$ cat config.mk
export PLATFORM = sky130hd
export DESIGN_NAME = tfa_divider
export DESIGN_NICKNAME = d
export VERILOG_FILES = /design/src/rtl/core/tfa_pkg.sv /design/src/rtl/core/tfa_divider.sv
export SDC_FILE = /design/constraint.sdc
export NUM_CORES = 1
export LEC_CHECK = 0
export ABC_AREA = 1
export BUFFER_PORTS_ARGS = -buffer_cell sky130_fd_sc_hd__buf_4
export CAP_MARGIN = 20
export CORE_UTILIZATION = 54
export DETAILED_ROUTE_END_ITERATION = 7
export GPL_ROUTABILITY_DRIVEN = 0
export PLACE_DENSITY = 0.78
export SLEW_MARGIN = 10
export SYNTH_ARGS = -nofsm -noshare
export SYNTH_HDL_FRONTEND = slang
export SYNTH_SLANG_ARGS = --single-unit
$ cat constraint.sdc
create_clock -name clock -period 2.6 [get_ports clock]
set_input_delay 0.13 -clock clock [delete_from_list [all_inputs] [get_ports clock]]
set_output_delay 0.13 -clock clock [all_outputs]
set_load 0.005 [all_outputs]
$ cat src/rtl/core/tfa_pkg.sv
// Shared constants and types of the temporal frame averager.
package tfa_pkg;

   // Pixel channel and result field widths.
   localparam int PIX_W = 8;
   localparam int POS_W = 18;

   // Frame length register.
   localparam int FP_W = 19;
   localparam logic [FP_W-1:0] FP_RESET = 19'd230400;

   // Configuration port geometry and register map.
   localparam int CSR_DATA_W = 32;
   localparam int CSR_ADDR_W = 2;
   localparam logic [CSR_ADDR_W-1:0] CSR_FRAME_PIXELS_ADDR = 2'd0;

   // Quotient steps: one clamp test plus one step per result bit.
   localparam int QUOT_STEPS = PIX_W + 1;
   localparam int STEP_W = $clog2(QUOT_STEPS);

   // Control handed from the sequencer to each divider.
   typedef struct packed {
      logic load;
      logic step;
   } tfa_div_ctrl_type;

endpackage

$ cat src/rtl/core/tfa_divider.sv
// Bit-serial restoring divider giving an 8-bit quotient clamped at its maximum.
module tfa_divider import tfa_pkg::*; #(
   parameter int SUM_W = 32,
   parameter int CNT_W = 24
) (
   input  logic             clock,
   input  tfa_div_ctrl_type ctrl,
   input  logic [SUM_W-1:0] dividend,
   input  logic [CNT_W-1:0] divisor,
   output logic [PIX_W-1:0] quotient
);

   localparam int DIV_W = (SUM_W > CNT_W + PIX_W) ? SUM_W : CNT_W + PIX_W;

   logic [SUM_W-1:0]      rem_ff, rem_in;
   logic [DIV_W-1:0]      den_ff, den_in;
   logic [QUOT_STEPS-1:0] q_ff, q_in;
   logic                  fits;

   // The first step tests the divisor shifted past the result width, which
   // flags a quotient that does not fit; each later step yields one bit.
   always_comb begin
      rem_in = rem_ff;
      den_in = den_ff;
      q_in   = q_ff;
      fits   = (DIV_W'(rem_ff) >= den_ff);
      if (ctrl.load) begin
         rem_in = dividend;
         den_in = DIV_W'(divisor) << PIX_W;
         q_in   = '0;
      end else if (ctrl.step) begin
         if (fits) begin
            rem_in = rem_ff - den_ff[SUM_W-1:0];
         end
         den_in = den_ff >> 1;
         q_in   = {q_ff[QUOT_STEPS-2:0], fits};
      end
   end

   always_ff @(posedge clock) begin
      rem_ff <= rem_in;
      den_ff <= den_in;
      q_ff   <= q_in;
   end

   // An overflowing quotient saturates to all ones.
   assign quotient = q_ff[QUOT_STEPS-1] ? '1 : q_ff[PIX_W-1:0];

endmodule

==> summary.md <==
| Metric | Value |
|---|---|
| Average size of a mapped cell | `between 6 and 7 sq um` |
| HPWL reported at the end of detailed placement | `just over 10 mm` |
| Pin count of the biggest net entering global routing | `slightly above 40` |
| Number of detailed-routing iterations run before antenna repair | `5` |
| Number of cells on the worst reg-to-reg path | `15` |
| Final setup vio count | `0` |
| Clock-pin slew of the registers on the worst-case setup and hold paths | `approximately 0.080 ns` |
| Via total after detailed routing | `5151` |
| Worst hold slack after final layout | `approximately 0.034 ns` |
| Min setup slack post-route | `between 0.15 and 0.2 ns` |
| Number of I/O pins | `67` |
| Die ar. | `approximately 10000 sq um` |
| Worst R2R Setup Slack | `about 0.20 ns` |
| Commonest cells after routing, fill and taps aside | `308 x sky130_fd_sc_hd__nand2_1, 158 x sky130_fd_sc_hd__inv_1, 70 x sky130_fd_sc_hd__buf_4` |
| Crit end category | `register` |
| Unrepaired setup endpoints after global routing | `false` |
| Reg2Reg Launch Point | `rem_ff[0]` |
| Commonest non-fill, non-tap cell in the layout | `sky130_fd_sc_hd__nand2_1` |
| Final hold vios | `0` |
| Initial antenna violation count | `0` |
| Status | `completed` |
| Overflow left after global routing | `0` |
| Synth cell types | `29` |
| Total GRT Usage | `a little over a quarter` |
| Wire length of the first global-routing pass | `between 20 and 25 mm` |
| Max Slew Vio Count | `0` |
| Share of final-layout standard cells stronger than drive strength 1 | `between 10% and 20%` |
| Std-Cell Rows | `36` |
| Routed wire length per instance | `13.3 um` |
| Port buffer count | `66` |
| Final critical delay including setup and external delays | `between 2 and 2.5 ns` |
| Synth area leader | `sky130_fd_sc_hd__edfxtp_1` |
| Maximum clock rate | `just over 400 MHz` |
| Worst vdd ir | `~0.00035 V` |
| Count of placed standard cells in the final layout, fillers left out | `slightly above 1000` |
| Min-Delay Endpoint | `rem_ff[6]` |
| Gate count of the mapped netlist | `about 800` |
| Final critical-path share of the clock period | `slightly above 90%` |
| Actual slew at the worst max-slew pin | `0.868 ns` |
| Chip Height | `between 100 and 150 um` |
| Antenna violation net count after detailed routing | `0` |
| Via count of the first global-routing pass | `between 4000 and 5000` |
| Effective utilization at floorplan | `a little under three fifths` |
| Worst setup SP type | `register` |
| Final sum of negative setup slack | `0 ns` |
| Remaining max-slew budget at the tightest pin | `42.1%` |
| Number of CTS-inserted buffers | `9` |
| Nets | `960` |
| Clock insertion delay at the later pin of the skew report | `0.36 ns` |
| Horizontal die dimension | `~100 um` |
| Antenna cell count | `0` |
| Number of instances on the worst hold path | `3` |
| Nets in the synthesized netlist | `a little under 900` |
| # H-tree levels | `3` |
| Number of design-rule violations left by the first detailed-router iteration | `482` |
| Mapped cell area | `between 5000 and 6000 sq um` |
| Number of max-cap violations | `0` |
| Startpoint of the lowest-slack hold path | `dividend[6]` |
| Power Density | `roughly 800 nW/um^2` |
| Clk_skew | `approximately 0.011 ns` |
| Share of the core filled with cells | `about 64%` |
| Worst-path fanout max | `22` |
| Post-Place Setup Slack | `approximately 0.11 ns` |
| Sinks on Clock Net | `73` |
| Post-synthesis sequential area ratio | `between 30% and 40%` |
| Number of buffers between clock root and the deepest sink | `2` |
| Worst min-delay path category | `in -> reg` |
| Average via count per standard cell | `~5` |
| Inst Count DP | `between 900 and 1000` |
| Number of synthesized register bits | `73` |
| Proportion of netlist area held by the largest area contributor | `31.1%` |
| Static leakage power | `between 0.003 and 0.004 uW` |
| Root Buffer | `sky130_fd_sc_hd__clkbuf_8` |
| Ranking of synthesized cells by area | `sky130_fd_sc_hd__edfxtp_1 31%, sky130_fd_sc_hd__nand2_1 21%, sky130_fd_sc_hd__inv_1 11%` |
| Endpoint of the lowest-slack register-to-register path | `rem_ff[30]` |
| Routed Wire Length | `approximately 13 mm` |
| Number of buffers inserted by post-CTS setup repair | `0` |
| Count of synthesis-stage warnings from yosys | `0` |
| DRC violation count after routing | `0` |
| Area of the placeable core | `~9700 sq um` |
| Critical path required time | `about 2.7 ns` |
| CTS tree | `yes` |
| Critical path start-end classification | `reg -> reg` |
| Data arrival, critical path | `2.52 ns` |
| Area growth from synthesis to layout | `15.6%` |
[state kept, by name, summed over array words and instances, names as in the netlist]
name,cells
rem_ff,32
q_ff,9
den_ff,32
[how the worst max path moves through the flow]
| stage | depth (start not counted) | endpoint | startpoint |
|---|---|---|---|
| floorplan | 14 | rem_ff[0] | rem_ff[0] |
| global placement | 15 | rem_ff[24] | rem_ff[0] |
| detailed placement | 15 | rem_ff[28] | rem_ff[0] |
| CTS | 15 | rem_ff[30] | rem_ff[0] |
| global route | 15 | rem_ff[30] | rem_ff[0] |
| finish | 15 | rem_ff[30] | rem_ff[0] |
[synth_stat cells]
cell type	n
sky130_fd_sc_hd__nor3b_1	1
sky130_fd_sc_hd__edfxtp_1	56
sky130_fd_sc_hd__ha_1	32
sky130_fd_sc_hd__nor3_1	4
sky130_fd_sc_hd__o21bai_1	2
sky130_fd_sc_hd__nand3_1	42
sky130_fd_sc_hd__xnor2_1	8
sky130_fd_sc_hd__a21o_1	1
sky130_fd_sc_hd__and2_1	1
sky130_fd_sc_hd__or2_1	1
sky130_fd_sc_hd__fa_1	1
sky130_fd_sc_hd__nor2_2	6
sky130_fd_sc_hd__nand2_1	309
sky130_fd_sc_hd__or2_2	3
sky130_fd_sc_hd__o21ai_1	6
sky130_fd_sc_hd__buf_6	1
sky130_fd_sc_hd__nand3b_1	6
sky130_fd_sc_hd__o21ai_0	32
sky130_fd_sc_hd__buf_2	5
sky130_fd_sc_hd__nand3_2	3
sky130_fd_sc_hd__inv_1	158
sky130_fd_sc_hd__nand4_1	3
sky130_fd_sc_hd__o22ai_1	15
sky130_fd_sc_hd__nand2_2	15
sky130_fd_sc_hd__clkinv_1	1
sky130_fd_sc_hd__a21oi_1	24
sky130_fd_sc_hd__dfxtp_1	17
sky130_fd_sc_hd__clkbuf_1	10
sky130_fd_sc_hd__nor2_1	38
[worst max-delay path, stage by stage (launching register included)]
cell and delay [ns]:
sky130_fd_sc_hd__edfxtp_1 0.38, sky130_fd_sc_hd__inv_1 0.07, sky130_fd_sc_hd__ha_1 0.14, sky130_fd_sc_hd__inv_1 0.08
sky130_fd_sc_hd__fa_2 0.38, sky130_fd_sc_hd__nand3_1 0.10, sky130_fd_sc_hd__nand3_2 0.10, sky130_fd_sc_hd__nand2_1 0.09
sky130_fd_sc_hd__nand2_1 0.08, sky130_fd_sc_hd__nand2_1 0.08, sky130_fd_sc_hd__nand2_2 0.07, sky130_fd_sc_hd__o21ai_1 0.13
sky130_fd_sc_hd__nand2_1 0.09, sky130_fd_sc_hd__nand2_1 0.08, sky130_fd_sc_hd__nand2_2 0.08, sky130_fd_sc_hd__buf_12 0.22
[repair_timing]
item,CTS,global route
hold buffers,0,0
setup endpoints to repair,0,22
gates resized for setup,0,5
[report_power, final]
group          total [uW]  internal (uW)  switching (uW)
clock                 872            430             442
sequential           1570           1510            60.3
combinational        2550            903            1650
[routing by layer]
layer  part of all wire (%)  vias to the layer above  wire, um  GRT usage, %
li1                       -                     2628         -             -
met1                     46                     2238      6240          38.5
met2                     43                      253      5790          41.0
met3                    7.8                       32      1050          3.97
met4                    2.6                        0       347          11.4
met5                      0                        -         0             0
[metrics by stage]
step	power (uW)	instance area (sq um)
2_1_floorplan	3460	5410
5_1_grt	5390	6250
6_report	5000	6250
4_1_cts	4940	6230
3_3_place_gp	4010	6040
3_5_place_dp	4060	6040
[cell families (layout without fill, tap and decap cells)]
family                   Yosys count  after routing  share of synthesized area (%)
AND/OR/NAND/NOR                  432            432                           33.2
buffers and inverters            175            247                           12.4
AO/OA/AOI/OAI                     80             80                           7.89
flip-flops                        73             73                           37.4
adder cells (fa/ha/maj)           33             33                           7.78
XOR/XNOR                           8              8                           1.30
[cell type report]
| cell class | instances | area [sq um] |
|---|---|---|
| clock buffer | 12 | 166 |
| clock inverter | 4 | 25.0 |
| fill | 908 | 3480 |
| inverter | 159 | 597 |
| multi-input combinational | 553 | 2720 |
| sequential | 73 | 2020 |
| tap | 133 | 166 |
| timing repair buffer | 72 | 557 |
Power figures use the tool's default switching activity.
